File: src/design/sbra_pkg.sv
// ----------------------------------------------------------------------------
// sbra_pkg
// types and constants shared by the staging block ring allocator
// ----------------------------------------------------------------------------
package sbra_pkg;

	localparam logic [1:0] FLUSH_NONE    = 2'd0;
	localparam logic [1:0] FLUSH_PARTIAL = 2'd1;
	localparam logic [1:0] FLUSH_FULL    = 2'd2;

	localparam logic [1:0] REG_BLOCK_SIZE = 2'd0;
	localparam logic [1:0] REG_BLOCK_LIMIT = 2'd1;
	localparam logic [1:0] REG_INIT_BLOCKS = 2'd2;

	localparam logic [24:0] BLOCK_SIZE_RST = 25'd262144;
	localparam logic [9:0]  BLOCK_LIMIT_RST = 10'd512;
	localparam logic [9:0]  INIT_BLOCKS_RST = 10'd3;

	// one slot record as stored in the memory
	typedef struct packed {
		logic [8:0]  id;
		logic [31:0] used;
		logic [31:0] fill;
	} slot_t;

	// divider request and answer
	typedef struct packed {
		logic        start;
		logic [32:0] num;
		logic [12:0] den;
	} div_req_t;

	typedef struct packed {
		logic        done;
		logic [12:0] rem;
	} div_rsp_t;

endpackage

File: src/design/sbra_rem.sv
// ----------------------------------------------------------------------------
// sbra_rem
// bit-serial remainder of a 33-bit value by a 13-bit divisor
// ----------------------------------------------------------------------------
module sbra_rem
	import sbra_pkg::*;
(
	input  logic     clk,
	input  logic     arst_n,
	input  div_req_t req,
	output div_rsp_t rsp
);

	logic [32:0] num_q;
	logic [13:0] rem_q;
	logic [12:0] den_q;
	logic [5:0]  cnt_q;
	logic        busy_q;
	logic        done_q;
	logic [13:0] trial;

	assign trial = {rem_q[12:0], num_q[32]};

	always_ff @(posedge clk or negedge arst_n) begin
		if (!arst_n) begin
			busy_q <= 1'b0;
			done_q <= 1'b0;
			cnt_q  <= '0;
		end else begin
			done_q <= 1'b0;
			if (req.start) begin
				busy_q <= 1'b1;
				cnt_q  <= 6'd33;
			end else if (busy_q) begin
				cnt_q <= cnt_q - 6'd1;
				if (cnt_q == 6'd1) begin
					busy_q <= 1'b0;
					done_q <= 1'b1;
				end
			end
		end
	end

	always_ff @(posedge clk) begin
		if (req.start) begin
			num_q <= req.num;
			den_q <= req.den;
			rem_q <= '0;
		end else if (busy_q) begin
			num_q <= {num_q[31:0], 1'b0};
			if (trial >= {1'b0, den_q}) rem_q <= trial - {1'b0, den_q};
			else rem_q <= trial;
		end
	end

	assign rsp.done = done_q;
	assign rsp.rem  = rem_q[12:0];

endmodule

File: config.mk
export PLATFORM = sky130hd
export DESIGN_NAME = sbra_rem
export DESIGN_NICKNAME = d
export VERILOG_FILES = /design/src/design/sbra_pkg.sv /design/src/design/sbra_rem.sv
export SDC_FILE = /design/constraint.sdc
export NUM_CORES = 1
export LEC_CHECK = 0
export BUFFER_PORTS_ARGS = -buffer_cell sky130_fd_sc_hd__buf_4
export CELL_PAD_IN_SITES_DETAIL_PLACEMENT = 1
export CELL_PAD_IN_SITES_GLOBAL_PLACEMENT = 2
export CORE_MARGIN = 4
export CORE_UTILIZATION = 37
export DETAILED_ROUTE_END_ITERATION = 10
export GPL_TIMING_DRIVEN = 0
export PLACE_DENSITY_LB_ADDON = 0.1
export SYNTH_ARGS = -nofsm -noshare
export SYNTH_HDL_FRONTEND = slang
export SYNTH_SLANG_ARGS = --single-unit
File: constraint.sdc
create_clock -name clk -period 2.87 [get_ports clk]
set_input_delay 0.574 -clock clk [delete_from_list [all_inputs] [get_ports clk]]
set_output_delay 0.574 -clock clk [all_outputs]
set_load 0.05 [all_outputs]
# == Word level (Yosys, flattened, before mapping) ==
# Index checks and enable logic that the tools add are counted.
# classes
addsub,2
n_lt_le_gt_ge,1
n_eq_ne,1
mux,11
n_reduce_logical,1
# ops
cell,count
33-bit two-way mux,2
14-bit by 13-bit >= comparator with 1-bit output,1
13-bit two-way mux,1
13-bit subtractor,1
6-bit two-way mux,2
6-bit by 1-bit equality test with 1-bit output (second input constant),1
1-bit two-way mux,6
6-bit by 1-bit subtractor with 6-bit output (second input constant),1
2-bit nonzero test,1
# word_totals
ff_bits,67
inputBits,49
output_inout_bits,14

# == Longest topological paths before layout ==
# logic_depth
ltp_word,4
mapped_depth,10
depth_no_buf,9

# == Least setup slack after synthesis ==
# Ideal clock, no wire load.
# synth_path
path_kind,reg2reg
start,register rem_q[0]
end,register rem_q[1]
setup_ps,95
arrival_time_ps,2560
path_slack_ps,214
path_stages_with_launch,9
synth_period_minus_slack_ps,2656
cell_sequence,dfxtp_1 > inv_1 > fa_1 > and2b_1 > o2111ai_2 > a211oi_4 > nor2_4 > or4b_1 > o311ai_1
# synth_between
elab_chain_len,2
# synth_lines
item,line_no,rtl
start: declaration,sbra_rem.sv:15,logic [13:0] rem_q;
start signal: assignment,sbra_rem.sv:51,"if (trial >= {1'b0, den_q}) rem_q <= trial - {1'b0, den_q};"
start signal: assignment,sbra_rem.sv:52,else rem_q <= trial;
13-bit subtractor / 14-bit by 13-bit >= comparator with 1-bit output (equally long branches),sbra_rem.sv:51,
13-bit two-way mux *,sbra_rem.sv:51,
# Mark *: on every way between the ends. The rest lies on a longest branch, timed or not.
# A chain may end at the register's enable or synchronous reset.

# == Final worst setup path ==
# layout_path
start,register num_q[32]
end,register rem_q[1]
# layout_between
elab_chain_len,2
# layout_lines
item,line_no,rtl
start: declaration,sbra_rem.sv:14,logic [32:0] num_q;
start signal: assignment,sbra_rem.sv:46,num_q <= req.num;
start signal: assignment,sbra_rem.sv:50,"num_q <= {num_q[31:0], 1'b0};"
13-bit subtractor / 14-bit by 13-bit >= comparator with 1-bit output (equally long branches),sbra_rem.sv:51,
13-bit two-way mux *,sbra_rem.sv:51,
# Marks and branches as above.

==> flow_summary.toml <==
[outcome]
status = "finished clean"

[place]
dpl_cell_area_um2 = 4006
hpwl_um = 5631
portBuffers = 62
dp.cells = 442
routabilityCongestion = 0.8069

[routing]
drc = 0
viasPerCell = 5.046
wl_per_cell_um = 16.82
top_layer_used = "met4"
dr.pass1.iters = 4
m1WireLength_um = 3583
wl_met2_um = 3579
antenna_left = 0
wl_um = 7720
met3WireLength_um = 481
first_iter_violations = 59
vias = 2316

[final_layout]
seqCellArea_um2 = 1842
area_delta_synth_final_pct = 25.05
stdcell_area_um2 = 4259
drive_gt1_share_pct = 35.61
fin_nets = 411
multi_input_area_um2 = 1441
final_core_util_pct = 48.13
fillers = 941
final_cells = 459
n_antenna_cell = 0

[global_routing]
grt_pass1_vias = 2521
grt_overflow = 0
grt_use_total_pct = 14.81
grt_pass1_wl_um = 12860
antenna_found_initial = 0
grt_max_degree = 19

[yosys]
async_flop_share_pct = 11.94
synthTopCellsByCount = "edfxtp_1, mux2_2, inv_1"
syn_nets = 337
synth_area_um2 = 3406
synth_edf_count = 46
syn_area_per_cell_um2 = 12.52
yosysWarnings = 0
yosys.cell_count.top_type = "edfxtp_1"
yosysTopAreaCell = "edfxtp_1"
synth.ff_latch_count = 67
netlist-cell-type-count = 54
yosysTopAreaCellShare_pct = 40.56
netlist_instances = 272
synth_ff_type = "edfxtp_1"
yosys-top-cells-area = "edfxtp_1, mux2_2, dfxtp_1, dfrtp_1, ha_1"
synth-seq-area-share_pct = 54.08

[sta]
relSlewSlack_pct = 51.14
whs_ns = 0.03966
fmax_ghz = 0.3930
post-route-min-period_ns = 2.545
post-route-period-util_pct = 88.67
final-hold-violation-count = 0
timing.final.max_slew_violations = 0
skew_ns = 0.008675
rsz0062_at_grt = "false"
setup_viol = 0
worstMarginPinSlew_ns = 0.7322

[worst_setup_path]
critPathCaptureType = "flop"
cpPeakStageDelay_ns = 0.48
reg2reg_slack_ns = 0.33
critPathLaunchType = "flop"
crit_end = "rem_q[1]"
reg2reg_to = "rem_q[1]"
startpoint = "num_q[32]"
critPathKind = "flop to flop"
critPathMaxFanout = 8
worstPathArrival_ns = 2.79
cp.required_ns = 3.12
ff2ff_path_depth = 9
path_cells = "inv_1 -> ha_1 -> fa_1 -> and2b_1 -> o2111ai_2 -> a211oi_4 -> nor2_4 -> or4b_1 -> o311ai_1"
timing.rr.start = "num_q[32]"
slowest_stage = "or4b_1"

[clock_network]
cts_buffers = 9
clkLatencyLatePin_ns = 0.33
cts.clk_slew.worst_paths_ns = 0.08
cts.htree.levels = 3
cts_sinks = 67
root_buffer = "clkbuf_8"
tritoncts = "done"
clk_path_buf_depth = 2

[flow_run]
drv_cap = 0

[floorplanning]
start_util_pct = 38.49
die_h_um = 103.9
io_pins = 63
core_area_um2 = 8848
die_area_um2 = 10800
fp.dieW_um = 103.9
row_count = 34

[power]
p_leak_nw = 1.850
power.density_nw_per_um2 = 872.9
total_power_w = 0.003718
ir_worst_vdd_uv = 287.4

[worst_hold_path]
min_path_type = "input pin to async pin"
metal layers:
layer | vias to the layer above | GRT usage (%)
met5 | - | 0
met4 | 0 | 3.704
met1 | 1105 | 19.39
met2 | 46 | 23.54
met3 | 10 | 5.152
li1 | 1155 | -
worst min-delay path by stage:
stage	endpoint	slack (ns)	depth (start not counted)
floorplan	busy_q	0.28	0
global route	cnt_q[3]	0.03	1
CTS	cnt_q[5]	0.03	1
global placement	cnt_q[5]	0.40	1
finish	cnt_q[5]	0.04	1
detailed placement	cnt_q[5]	0.40	1
final cells by class:
| cell class | instances | share of cell area (%) |
|---|---|---|
| inverters | 21 | 1.939 |
| well taps | 108 | 3.173 |
| repair buffers | 62 | 10.93 |
| plain buffers | 10 | 1.087 |
| repair inverters | 1 | 0.1763 |
| clock buffers | 9 | 2.908 |
| multi-input cells | 174 | 33.84 |
| clock inverters | 7 | 2.703 |
| flip-flops and latches | 67 | 43.24 |
sequential cells by signal, summed over array words and instances (netlist names):
name	flops
done_q	1
den_q	13
busy_q	1
rem_q	13
num_q	33
cnt_q	6
critical path: cells and delay by family, from the launching register on:
kind                     cells  cell delay (ns)
AND/OR/NAND/NOR              3             0.86
buffers and inverters        1             0.05
AO/OA/AOI/OAI                3             0.60
flip-flops                   1             0.33
adder cells (fa/ha/maj)      2             0.63
cells by family after synthesis:
family	share of synthesized area, %
compound gates	11.50
xor+xnor	3.600
fa+ha+maj	6.098
buf+inv	3.673
flops	54.08
mux	12.49
simple gates	8.561
metrics by stage:
step                      setup TNS [ns]  setup WS, ns
after floorplan                        0        0.2141
after global placement            -11.18       -0.3399
after detailed placement          -12.54       -0.3805
after CTS                              0        0.2974
after global routing                   0       0.08151
final                                  0        0.3252
timing repair:
action                     4_1_cts  5_1_grt
setup buffers                    0        0
setup endpoints to repair       33        0
hold buffers                     0        0
resized for setup                3        0
report_power, final:
group / leakage [nW] / switching, W / internal, W / total [W]
Clock: 0.117 / 0.000383 / 0.000576 / 0.000959
Sequential: 0.679 / 0.000145 / 0.00128 / 0.00142
Combinational: 1.05 / 0.000787 / 0.000550 / 0.00134
Total: 1.85 / 0.00131 / 0.00240 / 0.00372
cell usage in the layout (no fill, tap or decap), types with 2 or more instances in the layout:
cell and instances:
o221ai_1 2, a21oi_2 2, a32oi_1 5, xnor2_1 8, o211a_1 2, nand2_1 7
edfxtp_1 46, buf_4 64, and2_1 3, o21ai_0 8, nand3_1 2, nand2b_1 6
clkbuf_1 4, nor3_1 2, buf_1 3, ha_1 15, mux2i_1 5, mux2_2 32
o31ai_1 3, nand4_1 4, o311ai_1 2, a21o_1 3, inv_1 20, xor2_1 6
bufinv_16 3, clkinvlp_4 3, dfxtp_1 13, a21oi_1 10, clkbuf_8 9, dfrtp_1 8
a211oi_1 4, nor2_1 17, a211o_1 2
Note: power is estimated with default switching activity, not from simulation.
